## src/crc_pkg.sv

```systemverilog
// ----------------------------------------------------------------------------
// crc_pkg
// Shared types, codes and the constant binomial table for the rank codec.
// ----------------------------------------------------------------------------
`timescale 1ns / 1ps

package crc_pkg;

  localparam int POS_W     = 5;
  localparam int ID_W      = 24;
  localparam int BIN_W     = 16;
  localparam int MAX_N     = 32;
  localparam int MAX_K     = 4;
  localparam int BLK_SLOTS = 3;
  localparam int MRK_SLOTS = 4;

  localparam logic KIND_ENCODE = 1'b0;
  localparam logic KIND_DECODE = 1'b1;

  typedef logic [POS_W-1:0]       pos_t;
  typedef pos_t [BLK_SLOTS-1:0]   blk_set_t;
  typedef pos_t [MRK_SLOTS-1:0]   mrk_set_t;
  typedef logic [BIN_W-1:0]       binom_t;
  typedef binom_t [MAX_K:0]       binom_row_t;
  typedef binom_row_t [MAX_N:0]   binom_tab_t;

  typedef enum logic {
    ALU_ADD = 1'b0,
    ALU_SUB = 1'b1
  } alu_op_t;

  // sorted sets, compressed marks and input check from the front end
  typedef struct packed {
    blk_set_t blk;
    mrk_set_t mrk;
    mrk_set_t cmp;
    logic     bad;
  } sort_res_t;

  // pascal triangle, additions only
  function automatic binom_tab_t binom_table();
    binom_tab_t t;
    t = '0;
    for (int n = 0; n <= MAX_N; n++) begin
      t[n][0] = binom_t'(1);
      for (int k = 1; k <= MAX_K; k++) begin
        if (n > 0) begin
          t[n][k] = t[n-1][k-1] + t[n-1][k];
        end
      end
    end
    return t;
  endfunction

  localparam binom_tab_t BINOM = binom_table();

endpackage

```

## src/crc_in_if.sv

```systemverilog
// ----------------------------------------------------------------------------
// crc_in_if
// Request channel of the rank codec: operation kind, positions and id.
// ----------------------------------------------------------------------------
`timescale 1ns / 1ps

interface crc_in_if;
  logic                       valid;
  logic                       ready;
  logic                       kind;
  logic [crc_pkg::POS_W-1:0]  black_in_a;
  logic [crc_pkg::POS_W-1:0]  black_in_b;
  logic [crc_pkg::POS_W-1:0]  black_in_c;
  logic [crc_pkg::POS_W-1:0]  mark_in_a;
  logic [crc_pkg::POS_W-1:0]  mark_in_b;
  logic [crc_pkg::POS_W-1:0]  mark_in_c;
  logic [crc_pkg::POS_W-1:0]  mark_in_d;
  logic [crc_pkg::ID_W-1:0]   id_in;

  modport source (
    output valid, kind, black_in_a, black_in_b, black_in_c,
           mark_in_a, mark_in_b, mark_in_c, mark_in_d, id_in,
    input  ready
  );

  modport sink (
    input  valid, kind, black_in_a, black_in_b, black_in_c,
           mark_in_a, mark_in_b, mark_in_c, mark_in_d, id_in,
    output ready
  );
endinterface

```

## src/crc_out_if.sv

```systemverilog
// ----------------------------------------------------------------------------
// crc_out_if
// Result channel of the rank codec: id, sorted positions and input flag.
// ----------------------------------------------------------------------------
`timescale 1ns / 1ps

interface crc_out_if;
  logic                       valid;
  logic                       ready;
  logic [crc_pkg::ID_W-1:0]   id_out;
  logic [crc_pkg::POS_W-1:0]  black_out_a;
  logic [crc_pkg::POS_W-1:0]  black_out_b;
  logic [crc_pkg::POS_W-1:0]  black_out_c;
  logic [crc_pkg::POS_W-1:0]  mark_out_a;
  logic [crc_pkg::POS_W-1:0]  mark_out_b;
  logic [crc_pkg::POS_W-1:0]  mark_out_c;
  logic [crc_pkg::POS_W-1:0]  mark_out_d;
  logic                       bad_input;

  modport source (
    output valid, id_out, black_out_a, black_out_b, black_out_c,
           mark_out_a, mark_out_b, mark_out_c, mark_out_d, bad_input,
    input  ready
  );

  modport sink (
    input  valid, id_out, black_out_a, black_out_b, black_out_c,
           mark_out_a, mark_out_b, mark_out_c, mark_out_d, bad_input,
    output ready
  );
endinterface

```

## src/crc_alu.sv

```systemverilog
// ----------------------------------------------------------------------------
// crc_alu
// Shared add / subtract unit with an unsigned greater-or-equal flag.
// ----------------------------------------------------------------------------
`timescale 1ns / 1ps

module crc_alu #(
  parameter int W = 24
) (
  input  logic [W-1:0]     a,
  input  logic [W-1:0]     b,
  input  crc_pkg::alu_op_t op,
  output logic [W-1:0]     y,
  output logic             ge
);

  logic [W:0] diff;

  assign diff = {1'b0, a} - {1'b0, b};
  assign ge   = ~diff[W];

  always_comb begin
    case (op)
      crc_pkg::ALU_ADD: y = a + b;
      crc_pkg::ALU_SUB: y = diff[W-1:0];
      default:          y = diff[W-1:0];
    endcase
  end

endmodule

```

## src/crc_sort.sv

```systemverilog
// ----------------------------------------------------------------------------
// crc_sort
// Encode front end: sorts both sets, checks range and repeats, and renumbers
// the tracked positions over the points left free by black.
// ----------------------------------------------------------------------------
`timescale 1ns / 1ps

module crc_sort #(
  parameter int POINTS = 23,
  parameter int UB     = 3,
  parameter int MC     = 4
) (
  input  crc_pkg::blk_set_t  blk_raw,
  input  crc_pkg::mrk_set_t  mrk_raw,
  output crc_pkg::sort_res_t res
);

  localparam int ALL_N = UB + MC;

  logic [1:0]        brank [crc_pkg::BLK_SLOTS];
  logic [1:0]        mrank [crc_pkg::MRK_SLOTS];
  logic [1:0]        below [crc_pkg::MRK_SLOTS];
  crc_pkg::pos_t     all_pos [ALL_N];
  crc_pkg::blk_set_t blk_s;
  crc_pkg::mrk_set_t mrk_s;
  crc_pkg::mrk_set_t cmp_s;
  logic              bad_s;

  // rank of each element, ties broken by slot so ranks stay distinct
  always_comb begin
    for (int i = 0; i < crc_pkg::BLK_SLOTS; i++) begin
      brank[i] = 2'd0;
    end
    for (int i = 0; i < crc_pkg::MRK_SLOTS; i++) begin
      mrank[i] = 2'd0;
    end
    for (int i = 0; i < UB; i++) begin
      for (int j = 0; j < UB; j++) begin
        if (j != i) begin
          if (blk_raw[j] < blk_raw[i] || (blk_raw[j] == blk_raw[i] && j < i)) begin
            brank[i] = brank[i] + 2'd1;
          end
        end
      end
    end
    for (int i = 0; i < MC; i++) begin
      for (int j = 0; j < MC; j++) begin
        if (j != i) begin
          if (mrk_raw[j] < mrk_raw[i] || (mrk_raw[j] == mrk_raw[i] && j < i)) begin
            mrank[i] = mrank[i] + 2'd1;
          end
        end
      end
    end
  end

  always_comb begin
    blk_s = '0;
    mrk_s = '0;
    for (int k = 0; k < UB; k++) begin
      for (int i = 0; i < UB; i++) begin
        if (brank[i] == 2'(k)) begin
          blk_s[k] = blk_raw[i];
        end
      end
    end
    for (int k = 0; k < MC; k++) begin
      for (int i = 0; i < MC; i++) begin
        if (mrank[i] == 2'(k)) begin
          mrk_s[k] = mrk_raw[i];
        end
      end
    end
  end

  // tracked position minus the black points below it
  always_comb begin
    cmp_s = '0;
    for (int i = 0; i < crc_pkg::MRK_SLOTS; i++) begin
      below[i] = 2'd0;
    end
    for (int i = 0; i < MC; i++) begin
      for (int j = 0; j < UB; j++) begin
        if (blk_raw[j] < mrk_s[i]) begin
          below[i] = below[i] + 2'd1;
        end
      end
      cmp_s[i] = mrk_s[i] - crc_pkg::pos_t'(below[i]);
    end
  end

  always_comb begin
    for (int i = 0; i < UB; i++) begin
      all_pos[i] = blk_raw[i];
    end
    for (int i = 0; i < MC; i++) begin
      all_pos[UB+i] = mrk_raw[i];
    end
    bad_s = 1'b0;
    for (int i = 0; i < ALL_N; i++) begin
      if ({1'b0, all_pos[i]} >= 6'(POINTS)) begin
        bad_s = 1'b1;
      end
      for (int j = i + 1; j < ALL_N; j++) begin
        if (all_pos[i] == all_pos[j]) begin
          bad_s = 1'b1;
        end
      end
    end
  end

  assign res.blk = blk_s;
  assign res.mrk = mrk_s;
  assign res.cmp = cmp_s;
  assign res.bad = bad_s;

endmodule

```

## src/combination_rank_codec.sv

```systemverilog
// ----------------------------------------------------------------------------
// combination_rank_codec
// Encode: sorts and checks the sets, then adds one rank term a cycle through the
//   shared adder, then one multiply and one add.
// Decode: checks the id against the total, a bad id going straight to the result;
//   otherwise a reciprocal split, then a binomial search of one candidate a cycle.
// One item at a time; the next is taken once the result sits in the output register.
// Synchronous reset returns the sequencer to idle and drops the result valid.
// ----------------------------------------------------------------------------
`timescale 1ns / 1ps

module combination_rank_codec #(
  parameter int POINTS      = 23,
  parameter int BLACK_COUNT = 3,
  parameter int MARK_COUNT  = 4
) (
  input logic       clk,
  input logic       rst,
  crc_in_if.sink    req,
  crc_out_if.source rsp
);

  localparam int UB = (BLACK_COUNT > crc_pkg::BLK_SLOTS) ? crc_pkg::BLK_SLOTS : BLACK_COUNT;
  localparam int MC = MARK_COUNT;
  localparam int BSPAN    = int'(crc_pkg::BINOM[POINTS][UB]);
  localparam int MARKSPAN = int'(crc_pkg::BINOM[POINTS-UB][MC]);
  localparam int TOTAL    = BSPAN * MARKSPAN;
  localparam int TOTAL_W  = $clog2(TOTAL + 1);
  localparam int CALC_W   = (TOTAL_W > crc_pkg::ID_W) ? TOTAL_W : crc_pkg::ID_W;
  localparam int QB       = $clog2(BSPAN);
  // quotient by the mark span as a multiply by a rounded-up reciprocal
  localparam int DIV_N    = TOTAL_W;
  localparam int SPAN_W   = $clog2(MARKSPAN);
  localparam int SH       = DIV_N + SPAN_W;
  localparam int RECIP_W  = DIV_N + 1;
  localparam int MUL_W    = DIV_N + RECIP_W;
  localparam logic [RECIP_W-1:0] RECIP =
    RECIP_W'(((64'd1 << SH) + 64'(MARKSPAN) - 64'd1) / 64'(MARKSPAN));

  typedef enum logic [11:0] {
    S_IDLE = 12'b0000_0000_0001,
    S_SORT = 12'b0000_0000_0010,
    S_ERB  = 12'b0000_0000_0100,
    S_ERC  = 12'b0000_0000_1000,
    S_EMUL = 12'b0000_0001_0000,
    S_EADD = 12'b0000_0010_0000,
    S_DCHK = 12'b0000_0100_0000,
    S_DDIV = 12'b0000_1000_0000,
    S_DUNM = 12'b0001_0000_0000,
    S_DUNB = 12'b0010_0000_0000,
    S_DEXP = 12'b0100_0000_0000,
    S_FIN  = 12'b1000_0000_0000
  } state_t;

  state_t                   state;
  logic                     kind;
  logic                     bad;
  logic [CALC_W-1:0]        rem;
  logic [CALC_W-1:0]        prod;
  logic [QB-1:0]            quo;
  crc_pkg::pos_t            x;
  logic [2:0]               dig;
  crc_pkg::blk_set_t        blk;
  crc_pkg::mrk_set_t        mrk;
  crc_pkg::mrk_set_t        cmp;

  logic                     out_valid;
  logic [crc_pkg::ID_W-1:0] out_id;
  crc_pkg::blk_set_t        out_blk;
  crc_pkg::mrk_set_t        out_mrk;
  logic                     out_bad;

  crc_pkg::sort_res_t       sres;
  crc_pkg::pos_t            tab_n;
  logic [2:0]               tab_k;
  crc_pkg::binom_t          tab_val;
  logic [CALC_W-1:0]        alu_b;
  crc_pkg::alu_op_t         alu_op;
  logic [CALC_W-1:0]        alu_y;
  logic                     alu_ge;
  crc_pkg::mrk_set_t        placed;
  crc_pkg::blk_set_t        blk_load;
  crc_pkg::mrk_set_t        mrk_load;
  logic [MUL_W-1:0]         recip_prod;
  logic                     fin_go;

  crc_sort #(
    .POINTS (POINTS),
    .UB     (UB),
    .MC     (MC)
  ) u_sort (
    .blk_raw (blk),
    .mrk_raw (mrk),
    .res     (sres)
  );

  crc_alu #(
    .W (CALC_W)
  ) u_alu (
    .a  (rem),
    .b  (alu_b),
    .op (alu_op),
    .y  (alu_y),
    .ge (alu_ge)
  );

  // single read port on the binomial table
  always_comb begin
    tab_n = x;
    tab_k = dig;
    unique case (state)
      S_ERB: begin
        tab_n = blk[dig[1:0]];
        tab_k = dig + 3'd1;
      end
      S_ERC: begin
        tab_n = cmp[dig[1:0]];
        tab_k = dig + 3'd1;
      end
      default: ;
    endcase
  end

  assign tab_val = crc_pkg::BINOM[{1'b0, tab_n}][tab_k];

  always_comb begin
    alu_b  = CALC_W'(tab_val);
    alu_op = crc_pkg::ALU_SUB;
    unique case (state)
      S_ERB, S_ERC: alu_op = crc_pkg::ALU_ADD;
      // encode adds the black term, decode takes the remainder
      S_EADD: begin
        alu_b  = prod;
        alu_op = (kind == crc_pkg::KIND_ENCODE) ? crc_pkg::ALU_ADD : crc_pkg::ALU_SUB;
      end
      S_DCHK:  alu_b = CALC_W'(TOTAL);
      default: ;
    endcase
  end

  assign recip_prod = MUL_W'(rem[DIV_N-1:0]) * MUL_W'(RECIP);

  // raw sets of an accepted item, zero on decode
  always_comb begin
    blk_load = '0;
    mrk_load = '0;
    if (req.kind == crc_pkg::KIND_ENCODE) begin
      blk_load[0] = req.black_in_a;
      if (UB > 1) begin
        blk_load[1] = req.black_in_b;
      end
      if (UB > 2) begin
        blk_load[2] = req.black_in_c;
      end
      mrk_load[0] = req.mark_in_a;
      if (MC > 1) begin
        mrk_load[1] = req.mark_in_b;
      end
      if (MC > 2) begin
        mrk_load[2] = req.mark_in_c;
      end
      if (MC > 3) begin
        mrk_load[3] = req.mark_in_d;
      end
    end
  end

  // map free-point index back to a board position, blacks in ascending order
  always_comb begin
    for (int i = 0; i < crc_pkg::MRK_SLOTS; i++) begin
      placed[i] = cmp[i];
      for (int j = 0; j < UB; j++) begin
        if (blk[j] <= placed[i]) begin
          placed[i] = placed[i] + crc_pkg::pos_t'(1);
        end
      end
    end
  end

  assign fin_go = (state == S_FIN) && (!out_valid || rsp.ready);

  always_ff @(posedge clk) begin
    if (rst) begin
      state     <= S_IDLE;
      out_valid <= 1'b0;
    end else begin
      if (fin_go) begin
        out_valid <= 1'b1;
      end else if (rsp.ready) begin
        out_valid <= 1'b0;
      end
      unique case (state)
        S_IDLE: begin
          if (req.valid) begin
            kind <= req.kind;
            bad  <= 1'b0;
            rem  <= CALC_W'(req.id_in);
            dig  <= 3'd0;
            blk  <= blk_load;
            mrk  <= mrk_load;
            cmp  <= '0;
            if (req.kind == crc_pkg::KIND_ENCODE) begin
              state <= S_SORT;
            end else begin
              state <= S_DCHK;
            end
          end
        end
        S_SORT: begin
          blk <= sres.blk;
          mrk <= sres.mrk;
          cmp <= sres.cmp;
          bad <= sres.bad;
          rem <= '0;
          dig <= 3'd0;
          state <= sres.bad ? S_FIN : S_ERB;
        end
        S_ERB: begin
          if (dig == 3'(UB - 1)) begin
            quo   <= QB'(alu_y);
            rem   <= '0;
            dig   <= 3'd0;
            state <= S_ERC;
          end else begin
            rem <= alu_y;
            dig <= dig + 3'd1;
          end
        end
        S_ERC: begin
          rem <= alu_y;
          if (dig == 3'(MC - 1)) begin
            state <= S_EMUL;
          end else begin
            dig <= dig + 3'd1;
          end
        end
        S_EMUL: begin
          prod  <= CALC_W'(quo) * CALC_W'(MARKSPAN);
          state <= S_EADD;
        end
        S_EADD: begin
          rem <= alu_y;
          if (kind == crc_pkg::KIND_ENCODE) begin
            state <= S_FIN;
          end else begin
            x     <= crc_pkg::pos_t'(POINTS - UB - 1);
            dig   <= 3'(MC);
            state <= S_DUNM;
          end
        end
        S_DCHK: begin
          if (alu_ge) begin
            bad   <= 1'b1;
            state <= S_FIN;
          end else begin
            state <= S_DDIV;
          end
        end
        S_DDIV: begin
          quo   <= QB'(recip_prod >> SH);
          state <= S_EMUL;
        end
        S_DUNM: begin
          if (x != '0 && !alu_ge) begin
            x <= x - crc_pkg::pos_t'(1);
          end else begin
            cmp[2'(dig - 3'd1)] <= x;
            if (dig == 3'd1) begin
              rem   <= CALC_W'(quo);
              x     <= crc_pkg::pos_t'(POINTS - 1);
              dig   <= 3'(UB);
              state <= S_DUNB;
            end else begin
              rem <= alu_y;
              x   <= x - crc_pkg::pos_t'(1);
              dig <= dig - 3'd1;
            end
          end
        end
        S_DUNB: begin
          if (x != '0 && !alu_ge) begin
            x <= x - crc_pkg::pos_t'(1);
          end else begin
            blk[2'(dig - 3'd1)] <= x;
            rem <= alu_y;
            if (dig == 3'd1) begin
              state <= S_DEXP;
            end else begin
              x   <= x - crc_pkg::pos_t'(1);
              dig <= dig - 3'd1;
            end
          end
        end
        S_DEXP: begin
          for (int i = 0; i < MC; i++) begin
            mrk[i] <= placed[i];
          end
          state <= S_FIN;
        end
        S_FIN: begin
          if (fin_go) begin
            out_id    <= (kind == crc_pkg::KIND_ENCODE && !bad) ?
                         rem[crc_pkg::ID_W-1:0] : '0;
            out_blk   <= blk;
            out_mrk   <= mrk;
            out_bad   <= bad;
            state     <= S_IDLE;
          end
        end
        default: state <= S_IDLE;
      endcase
    end
  end

  assign req.ready       = (state == S_IDLE);
  assign rsp.valid       = out_valid;
  assign rsp.id_out      = out_id;
  assign rsp.black_out_a = out_blk[0];
  assign rsp.black_out_b = out_blk[1];
  assign rsp.black_out_c = out_blk[2];
  assign rsp.mark_out_a  = out_mrk[0];
  assign rsp.mark_out_b  = out_mrk[1];
  assign rsp.mark_out_c  = out_mrk[2];
  assign rsp.mark_out_d  = out_mrk[3];
  assign rsp.bad_input   = out_bad;

  a_bad_id_zero: assert property (@(posedge clk) disable iff (rst)
    (out_valid && out_bad) |-> (out_id == '0))
    else $error("flagged item carries a nonzero id");

  a_div_rem: assert property (@(posedge clk) disable iff (rst)
    (state == S_EADD && kind == crc_pkg::KIND_DECODE) |=> (rem < CALC_W'(MARKSPAN)))
    else $error("division remainder not below the mark span");

  a_id_range: assert property (@(posedge clk) disable iff (rst)
    (state == S_FIN && kind == crc_pkg::KIND_ENCODE && !bad) |-> (rem < CALC_W'(TOTAL)))
    else $error("encoded id out of range");

  a_black_order: assert property (@(posedge clk) disable iff (rst)
    (out_valid && !out_bad && UB > 1) |-> (out_blk[0] < out_blk[1]))
    else $error("black positions not ascending");

endmodule
```

## src/flat_wrapper.sv

```systemverilog
// flat-port wrapper written by rule: the top's interface ports become plain ports
module combination_rank_codec_flat 
#(
  parameter int POINTS      = 23,
  parameter int BLACK_COUNT = 3,
  parameter int MARK_COUNT  = 4
)
  (clk, rst, req_valid, req_kind, req_black_in_a, req_black_in_b, req_black_in_c, req_mark_in_a, req_mark_in_b, req_mark_in_c, req_mark_in_d, req_id_in, req_ready, rsp_valid, rsp_id_out, rsp_black_out_a, rsp_black_out_b, rsp_black_out_c, rsp_mark_out_a, rsp_mark_out_b, rsp_mark_out_c, rsp_mark_out_d, rsp_bad_input, rsp_ready);
  crc_in_if req_i ();
  crc_out_if rsp_i ();
  input logic clk;
  input logic rst;
  input wire logic [$bits(req_i.valid)-1:0] req_valid;
  input wire logic [$bits(req_i.kind)-1:0] req_kind;
  input wire logic [$bits(req_i.black_in_a)-1:0] req_black_in_a;
  input wire logic [$bits(req_i.black_in_b)-1:0] req_black_in_b;
  input wire logic [$bits(req_i.black_in_c)-1:0] req_black_in_c;
  input wire logic [$bits(req_i.mark_in_a)-1:0] req_mark_in_a;
  input wire logic [$bits(req_i.mark_in_b)-1:0] req_mark_in_b;
  input wire logic [$bits(req_i.mark_in_c)-1:0] req_mark_in_c;
  input wire logic [$bits(req_i.mark_in_d)-1:0] req_mark_in_d;
  input wire logic [$bits(req_i.id_in)-1:0] req_id_in;
  output wire logic [$bits(req_i.ready)-1:0] req_ready;
  output wire logic [$bits(rsp_i.valid)-1:0] rsp_valid;
  output wire logic [$bits(rsp_i.id_out)-1:0] rsp_id_out;
  output wire logic [$bits(rsp_i.black_out_a)-1:0] rsp_black_out_a;
  output wire logic [$bits(rsp_i.black_out_b)-1:0] rsp_black_out_b;
  output wire logic [$bits(rsp_i.black_out_c)-1:0] rsp_black_out_c;
  output wire logic [$bits(rsp_i.mark_out_a)-1:0] rsp_mark_out_a;
  output wire logic [$bits(rsp_i.mark_out_b)-1:0] rsp_mark_out_b;
  output wire logic [$bits(rsp_i.mark_out_c)-1:0] rsp_mark_out_c;
  output wire logic [$bits(rsp_i.mark_out_d)-1:0] rsp_mark_out_d;
  output wire logic [$bits(rsp_i.bad_input)-1:0] rsp_bad_input;
  input wire logic [$bits(rsp_i.ready)-1:0] rsp_ready;
  assign req_i.valid = req_valid;
  assign req_i.kind = req_kind;
  assign req_i.black_in_a = req_black_in_a;
  assign req_i.black_in_b = req_black_in_b;
  assign req_i.black_in_c = req_black_in_c;
  assign req_i.mark_in_a = req_mark_in_a;
  assign req_i.mark_in_b = req_mark_in_b;
  assign req_i.mark_in_c = req_mark_in_c;
  assign req_i.mark_in_d = req_mark_in_d;
  assign req_i.id_in = req_id_in;
  assign req_ready = req_i.ready;
  assign rsp_valid = rsp_i.valid;
  assign rsp_id_out = rsp_i.id_out;
  assign rsp_black_out_a = rsp_i.black_out_a;
  assign rsp_black_out_b = rsp_i.black_out_b;
  assign rsp_black_out_c = rsp_i.black_out_c;
  assign rsp_mark_out_a = rsp_i.mark_out_a;
  assign rsp_mark_out_b = rsp_i.mark_out_b;
  assign rsp_mark_out_c = rsp_i.mark_out_c;
  assign rsp_mark_out_d = rsp_i.mark_out_d;
  assign rsp_bad_input = rsp_i.bad_input;
  assign rsp_i.ready = rsp_ready;
  combination_rank_codec #(.POINTS(POINTS), .BLACK_COUNT(BLACK_COUNT), .MARK_COUNT(MARK_COUNT)) u_core (.clk(clk), .rst(rst), .req(req_i), .rsp(rsp_i));
endmodule
```

## config.mk

```make
export PLATFORM = sky130hd
export DESIGN_NAME = combination_rank_codec_flat
export DESIGN_NICKNAME = d
export VERILOG_FILES = /design/src/crc_pkg.sv /design/src/crc_in_if.sv /design/src/crc_out_if.sv /design/src/crc_alu.sv /design/src/crc_sort.sv /design/src/combination_rank_codec.sv /design/src/flat_wrapper.sv
export SDC_FILE = /design/constraint.sdc
export NUM_CORES = 2
export LEC_CHECK = 0
export BUFFER_PORTS_ARGS = -buffer_cell sky130_fd_sc_hd__buf_2
export CELL_PAD_IN_SITES_DETAIL_PLACEMENT = 0
export CELL_PAD_IN_SITES_GLOBAL_PLACEMENT = 1
export CORE_MARGIN = 2
export CORE_UTILIZATION = 46
export CTS_CLUSTER_SIZE = 20
export DETAILED_ROUTE_END_ITERATION = 8
export PLACE_DENSITY_LB_ADDON = 0.1
export SYNTH_ARGS = -nofsm -noshare
export SYNTH_HDL_FRONTEND = slang
export SYNTH_SLANG_ARGS = --single-unit
```

## constraint.sdc

```tcl
create_clock -name clk -period 7.5 [get_ports clk]
set_input_delay 1.125 -clock clk [delete_from_list [all_inputs] [get_ports clk]]
set_output_delay 1.125 -clock clk [all_outputs]
set_load 0.01 [all_outputs]
```

==> implementation parameters <==
Parameter                              Value

Outcome
  Result of the run    completed

Layout
  Number of antenna diodes    0
  Layout Area Growth over Synthesis    9.349%
  Fraction of layout instances using a drive strength above 1    between 10% and 20%
  Final layout net count    4308
  Number of standard cells in the layout, taps in and fillers out    4333

Setup path
  Reg2reg path depth    26
  Arrival time at the worst endpoint    7370 ps
  Category of the most critical setup path    reg -> reg
  Data required time of the critical path    7760 ps
  Worst R2R Start    u_core.mrk[4]
  Worst-case register-to-register setup slack    390 ps
  Endpoint kind of the worst setup timing path    register
  Max stage delay on crit path    600 ps
  End of the worst register-to-register path    u_core.cmp[3]
  Cell repeated most along the worst path    sky130_fd_sc_hd__ha_1
  Startpoint Class    register
  Worst-path fanout max    8
  Kind of cell adding the most delay to the critical path    simple AND/OR/NAND/NOR gates
  Worst-path cell with the longest stage delay    sky130_fd_sc_hd__edfxtp_1
  Worst Path Buf+Inv    3

Clock tree
  Hold_buf cts    0
  TritonCTS clock tree    yes
  CTS H-tree depth    4
  Post-CTS setup-driven buffer insertion count    0
  Total clock sinks    197
  Root buffer selected by CTS    sky130_fd_sc_hd__clkbuf_16
  Clock buffers created by TritonCTS    17
  Clock slew seen by the registers of the worst setup and hold paths    90 ps
  PostCTS Resize Cnt    0
  Maximum number of buffers from clock root to sink    2
  Clock latency on the worst-skew pair    520 ps

Timing
  Worst Slack Setup Final    roughly 390 ps
  Total negative slack    0 ps
  Minimum hold slack    636.4 ps
  Clk_skew    26.46 ps
  Number of setup violations in the final report    0
  Setup repair after global routing missed its margin    false
  Ratio of final minimum period to clock period    94.85%
  Measured slew at the worst slew-check pin    1253 ps
  Timing-limited maximum frequency    between 100 and 150 MHz
  Period minus WS final    between 7000 and 8000 ps
  Number of endpoints with negative hold slack in the final report    0
  Headroom to the max-slew limit    between 10% and 20%
  Final slew viol count    0

Logic synthesis
  Syn Area/Cell    9.248 µm²
  Syn_nets    between 4000 and 5000
  Commonest cells in the synthesized netlist    sky130_fd_sc_hd__ha_1, sky130_fd_sc_hd__inv_1, sky130_fd_sc_hd__fa_1
  Fraction of registers with async set or reset after synthesis    0%
  Cell types occupying the most area after synthesis    sky130_fd_sc_hd__ha_1, sky130_fd_sc_hd__edfxtp_1, sky130_fd_sc_hd__fa_1, sky130_fd_sc_hd__inv_1, sky130_fd_sc_hd__xnor2_1
  Seq/Total Area, Yosys    18.88%
  Area share of the leading cell type in the synthesized netlist    22.90%
  Synth Instances    3314
  Register bit count reported by yosys    ~200
  Number of warnings reported in the yosys synthesis log    0
  Cell with the most instances after synthesis    sky130_fd_sc_hd__ha_1
  Area leader, netlist    sky130_fd_sc_hd__ha_1
  Flip-flop cell with the highest count after synthesis    sky130_fd_sc_hd__edfxtp_1
  Unique masters post-synth    roughly 90
  Number of synthesized flops with an enable pin    184
  Mapped cell area    30650 µm²

Floorplan
  Effective utilization at floorplan    46.53%
  X dimension of the die    262.1 µm
  Overall die area    slightly below 70000 µm²
  Core Rows    94
  Die Y    262.1 µm
  Top-level I/O count    126
  Placeable core region    about 66000 µm²

Place
  Number of cells after detailed placement    4301
  Post-Place Worst Slack    347.6 ps
  HPWL Detailed    86840 µm
  Count of port buffers added during placement    about 130
  Final weighted congestion in routability-driven placement    0.9747

Drt
  Total iterations of the first detailed-routing run    7
  DRC violation total after the first TritonRoute iteration    ~2400
  Antenna viol nets, final    0
  Vias per cell    5.992
  Routed wirelength normalized by instance count    24.54 µm
  Highest metal layer used by the detailed router    met5
  Met2 routed wirelength    45670 µm
  Overall via count from detail_route    around 26000
  M1 wire length    49660 µm
  DRC violation count after routing    0
  Routed wire length    106300 µm
  Met3 wirelength from detailed routing    8220 µm

Worst hold path
  Type of the tightest min-delay check    reg -> reg
  Capture endpoint of the worst hold path    u_core.rsp.mark_out_b[4]
  Worst hold stages    0
  Startpoint of the tightest hold check path    u_core.mrk[9]

Pwr
  Sequential Power Share    8.5%
  Portion of total power attributed to combinational logic    85.3%
  Cell internal power dissipation    around 0.0076 W
  Net switching fraction of the power    between 50% and 60%
  Pwr per Cell Area    490.6 nW/µm²
  Total leakage power    15.68 nW
  Clock power share    6.2%
  Largest vdd supply drop    approximately 650 µV
  Total power    0.01644 W
  Switch Pwr    approximately 0.0088 W

GRT
  Global-route usage over all layers    31.33%
  Number of antenna violations at the first check in global routing    5
  Pin count of the biggest net entering global routing    47
  First-pass GRT wire length    160800 µm
  Via count of the first global-routing pass    26200
  GRT overflow    0

Flow run
  MaxCap Viol Count    0
## power groups by stage
| stage | clock network, W | registers [W] | logic, W |
|---|---|---|---|
| floorplan | 0 | 0.00138 | 0.00948 |
| detailed placement | 0 | 0.00141 | 0.0138 |
| global route | 0.00107 | 0.00140 | 0.0158 |
| global placement | 0 | 0.00141 | 0.0134 |
| CTS | 0.00104 | 0.00139 | 0.0140 |
| finish | 0.00102 | 0.00139 | 0.0140 |
## layer usage
| metal | GRT usage [%] | up-vias |
|---|---|---|
| met4 | 8.459 | 6 |
| met3 | 5.565 | 184 |
| li1 | - | 11970 |
| met1 | 46.21 | 12800 |
| met2 | 47.02 | 1002 |
| met5 | 0 | - |
## worst register-to-register path: stages, from the launching register on
cell	delay, ps
sky130_fd_sc_hd__edfxtp_1	600
sky130_fd_sc_hd__ha_1	390
sky130_fd_sc_hd__and4_1	160
sky130_fd_sc_hd__nor2b_1	130
sky130_fd_sc_hd__o31ai_1	520
sky130_fd_sc_hd__inv_1	150
sky130_fd_sc_hd__ha_1	400
sky130_fd_sc_hd__or2_2	330
sky130_fd_sc_hd__mux2i_2	400
sky130_fd_sc_hd__a221oi_1	170
sky130_fd_sc_hd__nor2_1	490
sky130_fd_sc_hd__inv_1	200
sky130_fd_sc_hd__ha_1	320
sky130_fd_sc_hd__o21a_1	170
sky130_fd_sc_hd__o21a_1	150
sky130_fd_sc_hd__o21ai_0	270
sky130_fd_sc_hd__inv_1	80
sky130_fd_sc_hd__ha_1	200
sky130_fd_sc_hd__nand2b_1	90
sky130_fd_sc_hd__nor2_1	50
sky130_fd_sc_hd__mux2_2	260
sky130_fd_sc_hd__or3_1	310
sky130_fd_sc_hd__ha_1	270
sky130_fd_sc_hd__nor2b_1	130
sky130_fd_sc_hd__nor3_1	200
sky130_fd_sc_hd__xnor2_1	270
sky130_fd_sc_hd__o22ai_1	130
## kinds of logic after synthesis
kind of cell / synth area share [%]
adder cells (fa/ha/maj): 37.73
AND/OR/NAND/NOR: 12.68
AO/OA/AOI/OAI: 15.39
buffers and inverters: 7.194
flip-flops: 18.88
XOR/XNOR: 5.116
multiplexers: 3.013
## state kept, by name, summed over array words and instances, names as in the netlist, 11 cells and up
signal and cells:
u_core.rsp.id_out 24, u_core.prod 24, u_core.quo 11, u_core.cmp 20, u_core.mrk 20, u_core.rem 24
u_core.state 12, u_core.blk 15
## worst max-delay path by stage
| stage | end | depth (start not counted) | slack [ps] | startpoint |
|---|---|---|---|---|
| final | u_core.cmp[3] | 26 | 390 | u_core.mrk[4] |
| after floorplan | u_core.rsp.bad_input | 7 | 410 | u_core.state[0] |
| after detailed placement | u_core.quo[8] | 21 | 350 | u_core.rem[8] |
| after global routing | u_core.cmp[3] | 29 | 2 | u_core.mrk[19] |
| after global placement | u_core.quo[8] | 21 | 410 | u_core.rem[8] |
| after CTS | u_core.quo[8] | 21 | 310 | u_core.rem[8] |
## layout by cell type (no fill, tap or decap), drive strengths merged, types with 11 or more instances in the layout
cell    instances
ha            561
inv           464
buf           246
fa            227
nand2         191
edfxtp        184
o21ai         175
a21oi         173
nor2          166
xnor2         119
mux2i          72
xor2           60
nor3           60
nor2b          52
nand3          48
nand2b         42
o22ai          42
and2           39
and3           36
o21a           36
a22oi          36
a21o           36
a31oi          30
o221ai         26
a211oi         25
nand4          22
o211ai         18
nor4           18
clkbuf         17
nor3b          17
or2            16
o21bai         13
dfxtp          13
a221oi         11
## area by class of cell
type                            instances  area (µm²)
Clock inverter                         15       203.9
Sequential cell                       197        5786
Clock buffer                           17       425.4
Inverter                              454        1704
Multi-Input combinational cell       2540       22740
Fill cell                            6243       32350
Timing Repair Buffer                  246        1572
Tap cell                              864        1081
## through the flow
stage / utilization (%) / area, µm²
6_report: 50.88 / 33510
2_1_floorplan: - / 30650
4_1_cts: 50.86 / 33500
3_3_place_gp: 49.91 / 32870
3_5_place_dp: 49.91 / 32870
5_1_grt: 50.88 / 33510
No activity file was read; power rests on OpenSTA's default activity.
